File: config.mk
export PLATFORM = sky130hd
export DESIGN_NAME = dwp_cfg
export DESIGN_NICKNAME = d
export VERILOG_FILES = /design/src/dwp_pkg.sv /design/src/dwp_cfg.sv
export SDC_FILE = /design/constraint.sdc
export NUM_CORES = 1
export LEC_CHECK = 0
export BUFFER_PORTS_ARGS = -buffer_cell sky130_fd_sc_hd__buf_2
export CORE_ASPECT_RATIO = 0.7
export CORE_MARGIN = 3
export CORE_UTILIZATION = 46
export DETAILED_ROUTE_END_ITERATION = 7
export PLACE_DENSITY = 0.79
export SLEW_MARGIN = 20
export SYNTH_ARGS = -nofsm -noshare
export SYNTH_HDL_FRONTEND = slang
export SYNTH_SLANG_ARGS = --single-unit
File: constraint.sdc
create_clock -name clk -period 0.81 [get_ports clk]
set_clock_uncertainty 0.05 [all_clocks]
set_input_delay 0.081 -clock clk [delete_from_list [all_inputs] [get_ports clk]]
set_output_delay 0.081 -clock clk [all_outputs]
set_load 0.01 [all_outputs]
File: src/dwp_pkg.sv
`timescale 1ns / 1ps
`default_nettype none
// ----------------------------------------------------------------------------
// dwp_pkg - shared types and constants of the dual wheel PID controller
// Field widths, register indexes, gain bundle and pipeline control word.
// ----------------------------------------------------------------------------
package dwp_pkg;

    localparam int GAIN_W     = 40;
    localparam int CEIL_W     = 10;
    localparam int SPEED_W    = 10;
    localparam int COUNT_W    = 17;
    localparam int DUTY_W     = 10;
    localparam int ERR_W      = 18;
    localparam int DIFF_W     = 19;
    localparam int SUM_W      = 40;
    localparam int ACC_W      = 42;
    localparam int FRAC_W     = 32;
    localparam int CFG_IDX_W  = 3;
    localparam int NUM_STAGES = 5;

    localparam logic [5:0] SPEED_SCALE = 6'd50;

    // integral term magnitude limit, 2^60
    localparam logic [60:0] INT_TERM_LIM = {1'b1, 60'd0};

    localparam logic [GAIN_W-1:0] PROP_GAIN_RST = 40'd1717986918;
    localparam logic [GAIN_W-1:0] INT_GAIN_RST  = 40'd3865;
    localparam logic [GAIN_W-1:0] DIFF_GAIN_RST = 40'd644245094;
    localparam logic [CEIL_W-1:0] CEIL_RST      = 10'd400;

    typedef enum logic [CFG_IDX_W-1:0] {
        REG_LEFT_PROP  = 3'd0,
        REG_LEFT_INT   = 3'd1,
        REG_LEFT_DIFF  = 3'd2,
        REG_RIGHT_PROP = 3'd3,
        REG_RIGHT_INT  = 3'd4,
        REG_RIGHT_DIFF = 3'd5,
        REG_DUTY_CEIL  = 3'd6
    } reg_idx_t;

    typedef struct packed {
        logic [GAIN_W-1:0] prop;
        logic [GAIN_W-1:0] integ;
        logic [GAIN_W-1:0] diff;
    } wheel_gain_t;

    typedef struct packed {
        logic [NUM_STAGES-1:0] load;
    } pipe_ctrl_t;

endpackage
`default_nettype wire

File: src/dwp_cfg.sv
`timescale 1ns / 1ps
`default_nettype none
// ----------------------------------------------------------------------------
// dwp_cfg - configuration register file
// Holds the six gains and the duty ceiling; unknown indexes are dropped.
// ----------------------------------------------------------------------------
module dwp_cfg (
    input  wire logic                               clk,
    input  wire logic                               rst_n,
    input  wire logic                               cfg_we,
    input  wire logic [dwp_pkg::CFG_IDX_W-1:0]      cfg_index,
    input  wire logic [dwp_pkg::GAIN_W-1:0]         cfg_data,
    output dwp_pkg::wheel_gain_t                    left_gain,
    output dwp_pkg::wheel_gain_t                    right_gain,
    output logic [dwp_pkg::CEIL_W-1:0]              duty_ceiling
);

    dwp_pkg::wheel_gain_t              left_reg;
    dwp_pkg::wheel_gain_t              right_reg;
    logic [dwp_pkg::CEIL_W-1:0]        ceil_reg;

    always_ff @(posedge clk or negedge rst_n)
    begin
        if (!rst_n)
        begin
            left_reg.prop   <= dwp_pkg::PROP_GAIN_RST;
            left_reg.integ  <= dwp_pkg::INT_GAIN_RST;
            left_reg.diff   <= dwp_pkg::DIFF_GAIN_RST;
            right_reg.prop  <= dwp_pkg::PROP_GAIN_RST;
            right_reg.integ <= dwp_pkg::INT_GAIN_RST;
            right_reg.diff  <= dwp_pkg::DIFF_GAIN_RST;
            ceil_reg        <= dwp_pkg::CEIL_RST;
        end
        else if (cfg_we)
        begin
            unique case (dwp_pkg::reg_idx_t'(cfg_index))
                dwp_pkg::REG_LEFT_PROP:  left_reg.prop   <= cfg_data;
                dwp_pkg::REG_LEFT_INT:   left_reg.integ  <= cfg_data;
                dwp_pkg::REG_LEFT_DIFF:  left_reg.diff   <= cfg_data;
                dwp_pkg::REG_RIGHT_PROP: right_reg.prop  <= cfg_data;
                dwp_pkg::REG_RIGHT_INT:  right_reg.integ <= cfg_data;
                dwp_pkg::REG_RIGHT_DIFF: right_reg.diff  <= cfg_data;
                dwp_pkg::REG_DUTY_CEIL:  ceil_reg        <= cfg_data[dwp_pkg::CEIL_W-1:0];
                default: ;
            endcase
        end
    end

    assign left_gain    = left_reg;
    assign right_gain   = right_reg;
    assign duty_ceiling = ceil_reg;

endmodule
`default_nettype wire

==> reports/results.tsv <==
stage	metric	value	unit
layout	Area Growth Syn to Fin	72.91	%
run	max-cap violation count	0	
sta	fin crit period	1325	ps
layout	Finished Cell Area	16390	um^2
synthesis	Yosys reg bits	250	
routing	drt wl/cell	26.63	um
setup_path	setup slack, reg-to-reg	-300	ps
clock_tree	CTS root buffer	clkbuf_16	
status	status	complete, but fails checks	
synthesis	Syn Nets	578	
sta	final setup TNS	-120460	ps
sta	RSZ-0062 raised after global routing	true	
synthesis	Ys Warns	0	
setup_path	CP delay by family, top	flip-flops	
clock_tree	clock sinks	250	
setup_path	Max FO, Critical Path	2	
synthesis	cell count after synthesis	532	
floorplan	die outline width	177.6	um
setup_path	crit start category	flop	
floorplan	die height	126.1	um
routing	First DRT Iteration DRCs	469	
global_route	vias in the first global route	7534	
layout	nets	1089	
setup_path	reg2reg start	right_gain[41]$_DFFE_PN0P_	
sta	final hold vios	0	
setup_path	critical path class	flop to output pin	
sta	final period utilization	1.636	
setup_path	Crit path largest cell delay	580	ps
placement	# port buffers	295	
synthesis	library cells used by synthesis	10	
floorplan	initial core utilization	0.4736	
layout	Layout Utilization	0.8190	
pwr	Worst VDD drop	2.115	mV
placement	Final GP Congestion	0.7583	
setup_path	Slowest-stage cell, CP	dfstp_2	
min_path	hold_sp	cfg_index[2]	
setup_path	WP depth	1	
routing	Via-to-Cell Ratio	5.310	
setup_path	Critical Path Source	right_gain[82]$_DFFE_PN1P_	
layout	most common cell after layout, fill and taps aside	buf_6	
global_route	All-Layer GR Usage	0.2730	
sta	Tightest Pin Transition	323.3	ps
clock_tree	clk buf depth	3	
global_route	total global routing overflow	0	
floorplan	# IOs	296	
layout	# diodes	0	
routing	TritonRoute pass-1 iters	4	
routing	Residual DRC	0	
min_path	Hold Crit Endpoint	left_gain[117]$_DFFE_PN0P_	
clock_tree	TritonCTS Buffers	24	
layout	most frequent cells in the layout	295 x buf_6, 199 x mux2_4, 171 x dfrtp_1	
sta	post-route setup slack	-514.8	ps
pwr	PwrDens	2864	nW/um^2
floorplan	full die area	22390	um^2
floorplan	Core Region	20010	um^2
pwr	total power after layout	0.04695	W
sta	fin. max-slew vios	0	
setup_path	Buf/Inv on CP	1	
synthesis	synthesized area	9479	um^2
routing	Routed Antenna Nets	0	
clock_tree	CTS tree	done	
placement	Area after DPL	12050	um^2
setup_path	crit path capture type	output pin	
routing	DR vias	7067	
clock_tree	clk_lat worst skew	500	ps
clock_tree	clock-pin slew on the worst setup and hold paths	60	ps
clock_tree	H-tree levels	1	
global_route	largest net degree at the start of global routing	57	
global_route	first-pass GRT wire length	46950	um
status	violated checks	negative setup slack	
layout	share of cells above drive strength 1	0.7926	
synthesis	Post-Synthesis Mean Instance Area	17.82	um^2
sta	Setup Viol. Count Final	454	
global_route	initial antenna violation count	0	
sta	relative slew slack	0.7845	
setup_path	Arr. time, crit path	1190	ps
routing	final WL	35440	um
setup_path	CP Data Required Time	680	ps
pwr	Pleak	7.953	nW
floorplan	Site Rows	43	
synthesis	sequential share of the synthesized area	0.6704	
placement	hpwl dp	16230	um
setup_path	crit-path cells	buf_6	
setup_path	Reg2Reg Capture Point	right_gain[41]$_DFFE_PN0P_	
setup_path	R2R depth	3	
min_path	WHS Path Cells	4	
sta	fmax	754.8	MHz
min_path	Hold Path Class	input pin to flop	
worst max path at each step:
| stage | endpoint |
|---|---|
| finish | right_gain[82] |
| global route | left_gain[43] |
| CTS | left_gain[22] |
| detailed placement | left_gain[99]$_DFFE_PN0P_ |
| global placement | left_gain[114]$_DFFE_PN0P_ |
| floorplan | left_gain[100]$_DFFE_PN0P_ |
layout make-up:
type	count	area (um^2)
Fill cell	879	3623
Multi-Input combinational cell	257	3661
Sequential cell	250	6355
Clock inverter	7	135.1
Tap cell	270	337.8
Clock buffer	37	750.7
Timing Repair Buffer	510	5151
sequential cells by signal, indices dropped and copies added (netlist names):
name,flops
duty_ceiling,10
left_gain,120
right_gain,120
repair_timing:
item	CTS	global route
endpoints found under the hold margin	500	0
gates cloned	5	2
hold buffers	42	0
buffers inserted	64	78
setup endpoints to repair	342	466
gates resized for setup	234	188
pin swaps	3	2
kinds of logic after synthesis:
logic type | after synthesis | synth area share
multiplexers | 250 | 0.2970
AND/OR/NAND/NOR | 7 | 0.01043
buffers and inverters | 25 | 0.02218
flip-flops | 250 | 0.6704
stage by stage:
step	instances	hold WS [ps]	setup slack (ps)
finish	1331	92.54	-514.8
global route	1331	85.68	-541.1
CTS	1276	65.29	-520.5
detailed placement	1121	-134.3	-565.4
global placement	1121	-130.5	-543.8
floorplan	532	-264.6	-300.0
power by group:
part	internal, W	switching, W	leakage (nW)	total (W)
clock	0.00765	0.00495	0.439	0.0126
sequential	0.0159	0.00252	2.88	0.0184
combinational	0.0103	0.00561	4.63	0.0159
total	0.0339	0.0131	7.95	0.0469
Yosys cell counts:
cell / instances / area share
dfstp_2: 79 / 0.22
buf_2: 9 / 0.0048
buf_4: 4 / 0.0032
buf_6: 12 / 0.014
nor4b_4: 1 / 0.0025
mux2_1: 14 / 0.017
nand4b_1: 3 / 0.0028
mux2_2: 236 / 0.28
and4bb_4: 3 / 0.0051
dfrtp_1: 171 / 0.45
layer usage:
layer  track usage  wire [um]
met4       0.07568        811
met5             0          0
met3       0.09072       3334
met1        0.3399      13890
met2        0.4580      17400
Power figures use the tool's default switching activity.
