## src/dwp_pkg.sv

```systemverilog
`timescale 1ns / 1ps
`default_nettype none
// ----------------------------------------------------------------------------
// dwp_pkg - shared types and constants of the dual wheel PID controller
// Field widths, register indexes, gain bundle and pipeline control word.
// ----------------------------------------------------------------------------
package dwp_pkg;

    localparam int GAIN_W     = 40;
    localparam int CEIL_W     = 10;
    localparam int SPEED_W    = 10;
    localparam int COUNT_W    = 17;
    localparam int DUTY_W     = 10;
    localparam int ERR_W      = 18;
    localparam int DIFF_W     = 19;
    localparam int SUM_W      = 40;
    localparam int ACC_W      = 42;
    localparam int FRAC_W     = 32;
    localparam int CFG_IDX_W  = 3;
    localparam int NUM_STAGES = 5;

    localparam logic [5:0] SPEED_SCALE = 6'd50;

    // integral term magnitude limit, 2^60
    localparam logic [60:0] INT_TERM_LIM = {1'b1, 60'd0};

    localparam logic [GAIN_W-1:0] PROP_GAIN_RST = 40'd1717986918;
    localparam logic [GAIN_W-1:0] INT_GAIN_RST  = 40'd3865;
    localparam logic [GAIN_W-1:0] DIFF_GAIN_RST = 40'd644245094;
    localparam logic [CEIL_W-1:0] CEIL_RST      = 10'd400;

    typedef enum logic [CFG_IDX_W-1:0] {
        REG_LEFT_PROP  = 3'd0,
        REG_LEFT_INT   = 3'd1,
        REG_LEFT_DIFF  = 3'd2,
        REG_RIGHT_PROP = 3'd3,
        REG_RIGHT_INT  = 3'd4,
        REG_RIGHT_DIFF = 3'd5,
        REG_DUTY_CEIL  = 3'd6
    } reg_idx_t;

    typedef struct packed {
        logic [GAIN_W-1:0] prop;
        logic [GAIN_W-1:0] integ;
        logic [GAIN_W-1:0] diff;
    } wheel_gain_t;

    typedef struct packed {
        logic [NUM_STAGES-1:0] load;
    } pipe_ctrl_t;

endpackage
`default_nettype wire

```

## src/dwp_pipe_ctrl.sv

```systemverilog
`timescale 1ns / 1ps
`default_nettype none
// ----------------------------------------------------------------------------
// dwp_pipe_ctrl - pipeline occupancy and flow control
// Tracks a valid bit per stage and lets each stage advance when the next frees.
// ----------------------------------------------------------------------------
module dwp_pipe_ctrl (
    input  wire logic            clk,
    input  wire logic            rst_n,
    input  wire logic            in_valid,
    output logic                 in_ready,
    output logic                 out_valid,
    input  wire logic            out_ready,
    output dwp_pkg::pipe_ctrl_t  ctrl
);

    localparam int N = dwp_pkg::NUM_STAGES;

    logic [N-1:0] valid_reg;
    logic [N-1:0] valid_next;
    logic [N-1:0] stage_ready;
    logic [N-1:0] load;

    always_comb
    begin
        stage_ready[N-1] = !valid_reg[N-1] || out_ready;
        for (int k = N - 2; k >= 0; k--)
        begin
            stage_ready[k] = !valid_reg[k] || stage_ready[k+1];
        end
        load[0] = in_valid && stage_ready[0];
        for (int k = 1; k < N; k++)
        begin
            load[k] = valid_reg[k-1] && stage_ready[k];
        end
        valid_next = load | (valid_reg & ~stage_ready);
    end

    always_ff @(posedge clk or negedge rst_n)
    begin
        if (!rst_n)
        begin
            valid_reg <= '0;
        end
        else
        begin
            valid_reg <= valid_next;
        end
    end

    assign in_ready  = stage_ready[0];
    assign out_valid = valid_reg[N-1];
    assign ctrl.load = load;

    a_full_stall: assert property (@(posedge clk) disable iff (!rst_n)
        (&valid_reg) && !out_ready |-> !in_ready)
        else $error("full stalled pipeline still takes a word");

    a_empty_out_ready: assert property (@(posedge clk) disable iff (!rst_n)
        !valid_reg[N-1] |-> in_ready)
        else $error("input refused with empty output stage");

    a_accept_fills: assert property (@(posedge clk) disable iff (!rst_n)
        in_valid && in_ready |=> valid_reg[0])
        else $error("accepted word lost at first stage");

    a_last_load: assert property (@(posedge clk) disable iff (!rst_n)
        load[N-1] |=> out_valid)
        else $error("result loaded but not presented");

endmodule
`default_nettype wire

```

## config.mk

```make
export PLATFORM = sky130hd
export DESIGN_NAME = dwp_pipe_ctrl
export DESIGN_NICKNAME = d
export VERILOG_FILES = /design/src/dwp_pkg.sv /design/src/dwp_pipe_ctrl.sv
export SDC_FILE = /design/constraint.sdc
export NUM_CORES = 1
export LEC_CHECK = 0
export BUFFER_PORTS_ARGS = -buffer_cell sky130_fd_sc_hd__buf_4
export CORE_AREA = 4 4 41 43
export CTS_CLUSTER_SIZE = 25
export DETAILED_ROUTE_END_ITERATION = 16
export DIE_AREA = 0 0 45 47
export SLEW_MARGIN = 30
export SYNTH_ARGS = -nofsm -noshare
export SYNTH_HDL_FRONTEND = slang
export SYNTH_SLANG_ARGS = --single-unit
```

## constraint.sdc

```tcl
create_clock -name clk -period 1.1 [get_ports clk]
set_clock_uncertainty 0.05 [all_clocks]
set_input_delay 0 -clock clk [delete_from_list [all_inputs] [get_ports clk]]
set_output_delay 0 -clock clk [all_outputs]
set_load 0.02 [all_outputs]
```

==> Implementation_results.wiki, run 1 <==
{| class="wikitable"
! Metric !! Value
|-
| Drt first pass iters || 3
|-
| Vias in the first global route || around 230
|-
| Most numerous cell types in the synthesized netlist || sky130_fd_sc_hd__dfrtp_1, sky130_fd_sc_hd__nand2b_1, sky130_fd_sc_hd__and2_1
|-
| Final min period || about 1200 ps
|-
| Maximum buffer depth of the clock tree || 2
|-
| Mean instance size in the synthesized netlist || 11.08 sq um
|-
| Comb pwr share || around 34%
|-
| CTS H-Tree Depth || 1
|-
| Worst-margin pin slew || 205.7 ps
|-
| Top area cells in the synthesized netlist || sky130_fd_sc_hd__dfrtp_1, sky130_fd_sc_hd__nand2b_1, sky130_fd_sc_hd__and4b_4
|-
| Crit end category || output pin
|-
| Main flop type after synthesis || sky130_fd_sc_hd__dfrtp_1
|-
| Worst vdd rail ir drop || approximately 0.00062 V
|-
| Proportion of synthesized flip-flops having asynchronous set or reset || 100.0%
|-
| Global route total overflow || 0
|-
| Number of nets with antenna violations after routing || 0
|-
| First-pass GRT wire length || about 1000 um
|-
| # nets final || 45
|-
| Vias post-DR || about 230
|-
| Worst hold slack after final layout || approximately 5.2 ps
|-
| Maximum fanout count along the critical path || 5
|-
| Largest net degree at the start of global routing || 7
|-
| Root buffer selected by CTS || sky130_fd_sc_hd__clkbuf_4
|-
| Pwr/cell area || roughly 1600 mW/mm^2
|-
| CTS clk-pin slew, worst paths || about 40 ps
|-
| Most area-hungry cell type in the Yosys netlist || sky130_fd_sc_hd__dfrtp_1
|-
| Port-buffer cells || 10
|-
| Clock latency at the later pin of the worst-skew pair || roughly 240 ps
|-
| Number of library cell types mapped by synthesis || 14
|-
| CP arrival || 1180 ps
|-
| CTS Buf Count || 3
|-
| Pins Over Slew Limit || 0
|-
| Cell count after synthesis || 21
|-
| Start point of the worst min-delay path || out_ready
|-
| Area enclosed by the die boundary || ~0.0021 sq mm
|-
| Number of maximum-capacitance violations || 0
|-
| Worst Hold Class || in2reg
|-
| Critical path data required time || around 1100 ps
|-
| Number of register bits inferred by synthesis || 5
|-
| Min setup slack post-route || -129.2 ps
|-
| Area of the mapped netlist || 232.7 sq um
|-
| Number of fill cells in the layout || 133
|-
| Outcome || finished, violations left
|-
| Internal power contribution || ~0.47 mW
|-
| Average via count per standard cell || about 4.1
|-
| First-iteration detailed-routing DRC count || 3
|-
| DPL Wire Length || roughly 370 um
|-
| Antenna diode count || 0
|-
| Final GP Congestion || about 0.68
|-
| Die outline width || around 45 um
|-
| Number of enable flip-flop cells after synthesis || 0
|-
| Sink Count || 5
|-
| Most numerous cell in the Yosys netlist || sky130_fd_sc_hd__dfrtp_1
|-
| Number of standard-cell rows in the floorplan || 13
|-
| Setup Crit Path Kind || reg2out
|-
| Final wirelength || 629 um
|-
| Ports || 11
|-
| Die span in y || about 47 um
|-
| Net Switching || approximately 0.21 mW
|-
| Worst setup SP type || flip-flop
|-
| Total of endpoints with negative setup slack in the final report || 5
|-
| Total negative slack for setup checks || -405.9 ps
|-
| Achievable Freq || 813.6 MHz
|-
| RSZ-0062 raised after global routing || true
|-
| Total leakage power || roughly 0.18 nW
|-
| Number of antenna violations at the first check in global routing || 0
|-
| Overall global routing resource usage || around 7.5%
|-
| Violated checks || negative setup slack
|-
| Internal reg-to-reg setup slack || 110 ps
|-
| Initial standard-cell utilization of the core || about 18%
|-
| Yosys warns || 0
|-
| Number of instances on the worst hold path || 3
|-
| Power share of the clock group || 32.1%
|-
| Top-area cell type share of the netlist area || between 50 and 60%
|-
| Net switching share of the total power || a little over 30%
|-
| Final-report hold violation count || 0
|-
| R2R depth || 2
|-
| Share of final-layout standard cells stronger than drive strength 1 || 47.50%
|-
| Syn Nets || 25
|-
| Area of the core || between 0.001 and 0.0015 sq mm
|-
| Part of the Yosys area used for sequential elements || between 50% and 60%
|-
| Clock tree from TritonCTS || yes
|-
| Part of the cycle the worst path needs || 111.7%
|-
| Part of the power in registers || between 30% and 40%
|-
| Residual DRC || 0
|-
| Area growth from synthesis to final layout || 84.95%
|-
| Relative slew slack || about 86%
|-
| Post-DR wirelength/cell || between 10 and 15 um
|}
[repair_timing]
action / CTS / global route
pin swaps: 5 / 1
hold endpoints to repair: 7 / 0
endpoints found under the setup margin: 5 / 6
gates resized for setup: 4 / 3
buffers inserted: 2 / 1
hold buffers: 2 / 0
[layout by cell type, fill, tap and decap left out]
cell type / Yosys / final
sky130_fd_sc_hd__nor2b_1: 1 / 1
sky130_fd_sc_hd__clkbuf_1: 0 / 1
sky130_fd_sc_hd__o21a_1: 1 / 1
sky130_fd_sc_hd__and2_1: 2 / 2
sky130_fd_sc_hd__inv_1: 1 / 1
sky130_fd_sc_hd__dfrtp_2: 0 / 1
sky130_fd_sc_hd__o21bai_1: 1 / 1
sky130_fd_sc_hd__nand3b_1: 1 / 1
sky130_fd_sc_hd__a31oi_4: 0 / 1
sky130_fd_sc_hd__and4b_4: 1 / 1
sky130_fd_sc_hd__or2_1: 1 / 1
sky130_fd_sc_hd__buf_4: 0 / 8
sky130_fd_sc_hd__a31o_1: 1 / 1
sky130_fd_sc_hd__clkbuf_4: 0 / 3
sky130_fd_sc_hd__nand2_1: 1 / 1
sky130_fd_sc_hd__buf_6: 0 / 5
sky130_fd_sc_hd__nand3_1: 1 / 1
sky130_fd_sc_hd__nand2b_1: 3 / 3
sky130_fd_sc_hd__dlygate4sd3_1: 0 / 2
sky130_fd_sc_hd__dfrtp_1: 5 / 4
[worst max-delay path: stages (launching register included)]
cell and delay (ps):
sky130_fd_sc_hd__dfrtp_1 390, sky130_fd_sc_hd__and4b_4 230, sky130_fd_sc_hd__a31oi_4 180, sky130_fd_sc_hd__buf_6 140
[power by group through the flow]
stage	sequential [mW]	clock, mW	combinational (mW)
finish	0.231	0.217	0.228
global placement	0.232	0	0.177
global route	0.234	0.250	0.246
detailed placement	0.232	0	0.176
CTS	0.226	0.229	0.215
floorplan	0.231	0	0.102
[per-layer routing]
layer	up-vias	wire, um	GRT usage, %
met5	-	0	0
met4	0	0	1.754
met3	0	85	7.663
met2	14	275	9.887
met1	104	268	8.314
li1	109	-	-
[through the flow]
| step | cells | worst slack, ps | instance area [sq um] | total power [mW] | util [%] |
|---|---|---|---|---|---|
| finish | 55 | -129.2 | 430.4 | 0.6752 | 33.08 |
| global route | 55 | -186.3 | 430.4 | 0.7298 | 33.08 |
| CTS | 54 | -143.9 | 409.1 | 0.6695 | 31.44 |
| detailed placement | 46 | 99.70 | 332.8 | 0.4077 | 25.58 |
| global placement | 46 | 85.66 | 332.8 | 0.4091 | 25.58 |
| floorplan | 21 | 45.54 | 239.0 | 0.3330 | - |
[worst max-delay path by stage]
stage                    from  endpoint  slack [ps]  cells after the start
floorplan           flip-flop   ctrl[2]          50                      2
global placement    flip-flop   ctrl[0]          90                      3
detailed placement  flip-flop   ctrl[0]         100                      3
CTS                 flip-flop   ctrl[0]        -140                      3
global route        flip-flop   ctrl[0]        -190                      3
finish              flip-flop   ctrl[0]        -130                      3
[logic make-up after synthesis]
group / Yosys count / synth area share, %
compound gates: 4 / 12.91
buf+inv: 1 / 1.611
flops: 5 / 53.76
simple gates: 11 / 31.72
[final cells by class]
type,instances,area (sq um),area share [%]
tap,15,18.77,4.360
multi-input combinational,15,118.9,27.62
sequential,5,126.4,29.36
inverter,1,3.754,0.8721
timing repair buffer,15,136.4,31.69
clock buffer,4,26.28,6.105
Note: power is estimated with default switching activity, not from simulation.
==> inputs of run 2 (changes only) <==
--- a/config.mk
+++ b/config.mk
@@ -6,10 +6,10 @@
 export NUM_CORES = 1
 export LEC_CHECK = 0
 export BUFFER_PORTS_ARGS = -buffer_cell sky130_fd_sc_hd__buf_4
-export CORE_AREA = 4 4 41 43
+export CORE_AREA = 2 2 39 41
 export CTS_CLUSTER_SIZE = 25
 export DETAILED_ROUTE_END_ITERATION = 16
-export DIE_AREA = 0 0 45 47
+export DIE_AREA = 0 0 41 43
 export SLEW_MARGIN = 30
 export SYNTH_ARGS = -nofsm -noshare
 export SYNTH_HDL_FRONTEND = slang
==> Implementation_results.wiki, run 2 (synthesis results as in run 1) <==
{| class="wikitable"
! Metric !! Value
|-
| Largest net degree at the start of global routing || 6
|-
| Number of maximum-capacitance violations || 0
|-
| Relative slew slack || around 86%
|-
| Ports || 11
|-
| Global route total overflow || 0
|-
| Worst Hold Class || in2reg
|-
| Critical path data required time || roughly 1100 ps
|-
| Comb pwr share || 37.9%
|-
| Final-report hold violation count || 0
|-
| Antenna diode count || 0
|-
| Net switching share of the total power || slightly below 30%
|-
| Final wirelength || 524 um
|-
| Maximum fanout count along the critical path || 4
|-
| # nets final || 48
|-
| Number of fill cells in the layout || about 150
|-
| Average via count per standard cell || around 3.9
|-
| Violated checks || negative setup slack
|-
| Maximum buffer depth of the clock tree || 2
|-
| Part of the power in registers || ~32%
|-
| CTS H-Tree Depth || 1
|-
| Part of the cycle the worst path needs || 106.6%
|-
| DPL Wire Length || roughly 360 um
|-
| Fraction of the core area covered by cells at the end of the flow || roughly a third
|-
| Final GP Congestion || 0.6691
|-
| Commonest cells after routing, fill and taps aside || sky130_fd_sc_hd__buf_4, sky130_fd_sc_hd__buf_6, sky130_fd_sc_hd__dfrtp_1
|-
| Net Switching || around 0.21 mW
|-
| Port-buffer cells || 10
|-
| Share of final-layout standard cells stronger than drive strength 1 || 62.79%
|-
| Vias post-DR || approximately 230
|-
| First-iteration detailed-routing DRC count || 0
|-
| Crit end category || output pin
|-
| First-pass GRT wire length || just under 900 um
|-
| Initial standard-cell utilization of the core || between 10% and 20%
|-
| Sink Count || 5
|-
| Clock tree from TritonCTS || yes
|-
| Internal power contribution || between 0.4 and 0.5 mW
|-
| Area growth from synthesis to final layout || 103.8%
|-
| Area enclosed by the die boundary || 0.001763 sq mm
|-
| Residual DRC || 0
|-
| Worst setup SP type || flip-flop
|-
| Outcome || finished, violations left
|-
| Total leakage power || around 0.21 nW
|-
| Root buffer selected by CTS || sky130_fd_sc_hd__clkbuf_4
|-
| Most frequent standard cell in the layout excluding fill and tap cells || sky130_fd_sc_hd__buf_4
|-
| Number of nets with antenna violations after routing || 0
|-
| Final min period || between 1000 and 1500 ps
|-
| Power share of the clock group || 29.7%
|-
| Pwr/cell area || 1491 mW/mm^2
|-
| CP arrival || roughly 1100 ps
|-
| CTS clk-pin slew, worst paths || 40 ps
|-
| Worst vdd rail ir drop || between 0.0004 and 0.0005 V
|-
| Overall global routing resource usage || 7.988%
|-
| Number of standard-cell rows in the floorplan || 14
|-
| Achievable Freq || around 850 MHz
|-
| Vias in the first global route || roughly 220
|-
| Worst-margin pin slew || about 220 ps
|-
| Total negative slack for setup checks || -243.3 ps
|-
| Setup Crit Path Kind || reg2out
|-
| Die span in y || about 43 um
|-
| Pins Over Slew Limit || 0
|-
| Die outline width || between 40 and 50 um
|-
| RSZ-0062 raised after global routing || true
|-
| Total of endpoints with negative setup slack in the final report || 7
|-
| Drt first pass iters || 1
|-
| CTS Buf Count || 3
|-
| Clock latency at the later pin of the worst-skew pair || 240 ps
|-
| Post-DR wirelength/cell || a little under 9 um
|-
| Min setup slack post-route || -72.92 ps
|-
| Area of the core || 0.001384 sq mm
|-
| Number of antenna violations at the first check in global routing || 0
|}
==> run 2: cell types whose count changed in the layout (fill, tap and decap cells not counted) <==
cell,before,now
sky130_fd_sc_hd__nand2b_1,3,2
sky130_fd_sc_hd__nand3_1,1,0
sky130_fd_sc_hd__nand3_2,0,1
sky130_fd_sc_hd__and2_1,2,0
sky130_fd_sc_hd__and2_4,0,2
sky130_fd_sc_hd__nand2_2,0,1
sky130_fd_sc_hd__nand2_1,1,0
sky130_fd_sc_hd__nand2b_4,0,1
sky130_fd_sc_hd__buf_4,8,11
==> run 2: critical path, cell delays in order, from the launching register on <==
cell and delay, ps:
sky130_fd_sc_hd__dfrtp_1 390, sky130_fd_sc_hd__and4b_4 230, sky130_fd_sc_hd__a31oi_4 130, sky130_fd_sc_hd__buf_6 140
==> run 2: final timing paths <==
path,from,endpoint,slack (ps),cells after the start
max in group asynchronous,rst_n,async pin,830,2
worst max-delay path,flip-flop,ctrl[0],-70,3
worst min register to register,flip-flop,flip-flop,540,2
min in group asynchronous,rst_n,async pin,50,2
worst min-delay path,out_ready,flip-flop,4,3
worst max register to register,flip-flop,flip-flop,-10,3
==> run 2: final cells by class <==
class                   instances  area [sq um]  area share, %
well taps                      16         20.02          4.222
clock buffers                   4         26.28          5.541
inverters                       1         3.754         0.7916
flip-flops and latches          5         126.4          26.65
repair buffers                 18         158.9          33.51
multi-input cells              15         138.9          29.29
==> run 2: per-layer routing <==
metal  global-route usage (%)  vias up  routed length, um
met1                    9.539      104                241
li1                         -      116                  -
met4                    8.000        0                  0
met5                        0        -                  0
met3                    3.141        0                 49
met2                    10.00        9                233
==> run 2: power groups by stage <==
| stage | clock (mW) | combinational [mW] | sequential (mW) |
|---|---|---|---|
| after global placement | 0 | 0.175 | 0.231 |
| after CTS | 0.222 | 0.247 | 0.225 |
| after detailed placement | 0 | 0.176 | 0.232 |
| final | 0.210 | 0.268 | 0.229 |
| after floorplan | 0 | 0.102 | 0.231 |
| after global routing | 0.231 | 0.292 | 0.234 |
==> run 2: per-stage QoR <==
| stage | hold slack [ps] | worst slack, ps | instances | total power, mW | instance area, sq um |
|---|---|---|---|---|---|
| 5_1_grt | 21.93 | -137.8 | 59 | 0.7571 | 474.2 |
| 4_1_cts | -2.188 | -124.6 | 59 | 0.6942 | 441.7 |
| 2_1_floorplan | -345.6 | 45.54 | 21 | 0.3330 | 239.0 |
| 3_3_place_gp | -246.0 | 107.5 | 47 | 0.4060 | 334.1 |
| 3_5_place_dp | -242.7 | 100.9 | 47 | 0.4086 | 334.1 |
| 6_report | 3.790 | -72.92 | 59 | 0.7069 | 474.2 |
==> run 2: what timing repair did <==
action                                  in CTS  in global routing
hold buffers                                 2                  0
endpoints found under the hold margin        7                  0
pin swaps                                    5                  3
gates cloned                                 0                  0
resized for setup                            5                  7
endpoints found under the setup margin       5                  8
buffers inserted                             6                  0
==> inputs of run 3 (changes only) <==
--- a/config.mk
+++ b/config.mk
@@ -6,11 +6,11 @@
 export NUM_CORES = 1
 export LEC_CHECK = 0
 export BUFFER_PORTS_ARGS = -buffer_cell sky130_fd_sc_hd__buf_4
+export CAP_MARGIN = 20
 export CORE_AREA = 2 2 39 41
 export CTS_CLUSTER_SIZE = 25
 export DETAILED_ROUTE_END_ITERATION = 16
 export DIE_AREA = 0 0 41 43
-export SLEW_MARGIN = 30
 export SYNTH_ARGS = -nofsm -noshare
 export SYNTH_HDL_FRONTEND = slang
 export SYNTH_SLANG_ARGS = --single-unit
==> constraint.sdc (replaced) <==
create_clock -name clk -period 1.1 [get_ports clk]
set_clock_uncertainty 0.05 [all_clocks]
set_input_delay 0.055 -clock clk [delete_from_list [all_inputs] [get_ports clk]]
set_output_delay 0.055 -clock clk [all_outputs]
set_load 0.02 [all_outputs]
==> Implementation_results.wiki, run 3 (synthesis results as in run 1) <==
{| class="wikitable"
! Metric !! Value
|-
| Global route total overflow || 0
|-
| Worst setup SP type || flip-flop
|-
| GRT met1 Usage || approximately 5.9%
|-
| Die span in y || between 40 and 50 um
|-
| Post-DR wirelength/cell || a little over 8 um
|-
| DPL Wire Length || 350.4 um
|-
| Violated checks || negative setup slack
|-
| Total negative slack for setup checks || -691.2 ps
|-
| Clock latency at the later pin of the worst-skew pair || approximately 240 ps
|-
| Final GP Congestion || around 0.67
|-
| Area enclosed by the die boundary || ~0.0018 sq mm
|-
| Overall global routing resource usage || under 10%
|-
| Start point of the worst min-delay path || out_ready
|-
| Number of nets with antenna violations after routing || 0
|-
| CTS H-Tree Depth || 1
|-
| Number of standard-cell rows in the floorplan || 14
|-
| Vias in the first global route || just under 200
|-
| Maximum buffer depth of the clock tree || 2
|-
| Busiest layer in global routing || met2
|-
| First-iteration detailed-routing DRC count || 5
|-
| CTS clk-pin slew, worst paths || approximately 40 ps
|-
| Worst Hold Class || in2reg
|-
| Initial standard-cell utilization of the core || roughly 17%
|-
| Die outline width || between 40 and 50 um
|-
| Part of the cycle the worst path needs || 115.7%
|-
| GR Util met3 || under 10%
|-
| Post-route insts no fill || 58
|-
| RSZ-0062 raised after global routing || true
|-
| Relative slew slack || between 80% and 90%
|-
| Final-report hold violation count || 0
|-
| Pins Over Slew Limit || 0
|-
| Total of endpoints with negative setup slack in the final report || 7
|-
| Worst vdd rail ir drop || 0.0009143 V
|-
| Final wirelength || between 400 and 500 um
|-
| Internal reg-to-reg setup slack || 0 ps
|-
| Worst hold slack after final layout || between 50 and 60 ps
|-
| R2R depth || 3
|-
| Area of the core || roughly 0.0014 sq mm
|-
| Met2 track utilization from global routing || roughly 10%
|-
| Number of instances on the worst hold path || 3
|-
| Vias post-DR || between 200 and 250
|-
| Area growth from synthesis to final layout || 88.17%
|-
| Final Power || ~0.68 mW
|-
| Port-buffer cells || 10
|-
| CTS Buf Count || 3
|-
| Antenna diode count || 0
|-
| Worst-margin pin slew || 173.4 ps
|-
| Total leakage power || roughly 0.2 nW
|-
| Final min period || about 1300 ps
|-
| # nets final || 47
|-
| Setup Crit Path Kind || reg2out
|-
| CP arrival || between 1000 and 1500 ps
|-
| Largest net degree at the start of global routing || 7
|-
| Min setup slack post-route || -173.1 ps
|-
| Drt first pass iters || 2
|-
| Pwr/cell area || 1544 mW/mm^2
|-
| Maximum fanout count along the critical path || 4
|-
| Achievable Freq || 785.5 MHz
|-
| Most frequent standard cell in the layout excluding fill and tap cells || sky130_fd_sc_hd__buf_4
|-
| Outcome || finished, violations left
|-
| Average via count per standard cell || ~4.1
|-
| Ports || 11
|-
| Fraction of the core area covered by cells at the end of the flow || a little under a third
|-
| Commonest cells after routing, fill and taps aside || sky130_fd_sc_hd__buf_4, sky130_fd_sc_hd__dfrtp_1, sky130_fd_sc_hd__buf_6
|-
| Sink Count || 5
|-
| Number of antenna violations at the first check in global routing || 0
|-
| Residual DRC || 0
|-
| Number of maximum-capacitance violations || 0
|-
| Share of final-layout standard cells stronger than drive strength 1 || between 50% and 60%
|-
| Root buffer selected by CTS || sky130_fd_sc_hd__clkbuf_4
|-
| Critical path data required time || 1000 ps
|-
| Crit end category || output pin
|-
| Number of cells after detailed placement || 48
|-
| Clock tree from TritonCTS || yes
|-
| First-pass GRT wire length || 710 um
|}
[run 3: metrics by stage]
stage	worst slack, ps	instance area [sq um]
floorplan	-5.825	241.5
global placement	48.64	344.1
detailed placement	55.82	344.1
CTS	-179.4	437.9
global route	-233.1	437.9
finish	-173.1	437.9
[run 3: area by class of cell]
| cell class | count | area, sq um |
|---|---|---|
| Clock buffer | 4 | 26.28 |
| Timing Repair Buffer | 17 | 147.6 |
| Tap cell | 16 | 20.02 |
| Sequential cell | 5 | 125.1 |
| Fill cell | 144 | 945.9 |
| Inverter | 1 | 3.754 |
| Multi-Input combinational cell | 15 | 115.1 |
[run 3: critical path: stages, from the launching register on]
cell and delay [ps]:
sky130_fd_sc_hd__dfrtp_1 390, sky130_fd_sc_hd__and4b_4 220, sky130_fd_sc_hd__a31oi_2 150, sky130_fd_sc_hd__buf_4 160
[run 3: worst max path at each step]
stage | startpoint | endpoint | slack [ps] | depth (start not counted)
after floorplan | flip-flop | ctrl[0] | -6 | 2
after global placement | flip-flop | ctrl[0] | 50 | 3
after detailed placement | flip-flop | ctrl[0] | 60 | 3
after CTS | flip-flop | ctrl[0] | -180 | 3
after global routing | flip-flop | ctrl[0] | -230 | 3
final | flip-flop | ctrl[0] | -170 | 3
[run 3: where the power goes]
| part | internal (mW) | switching [mW] | total, mW |
|---|---|---|---|
| logic | 0.135 | 0.101 | 0.236 |
| clock network | 0.137 | 0.0760 | 0.213 |
| registers | 0.206 | 0.0208 | 0.227 |
[run 3: layer usage]
metal | part of all wire [%] | wire length, um
met5 | 0 | 0
met3 | 12 | 55
met1 | 40 | 190
met2 | 48 | 231
met4 | 0 | 0
[run 3: what timing repair did]
| action | 4_1_cts | 5_1_grt |
|---|---|---|
| buffers inserted | 4 | 0 |
| pin swaps | 4 | 2 |
| gates resized for setup | 5 | 0 |
| hold buffers | 2 | 0 |
| endpoints found under the hold margin | 6 | 0 |
| endpoints found under the setup margin | 6 | 7 |
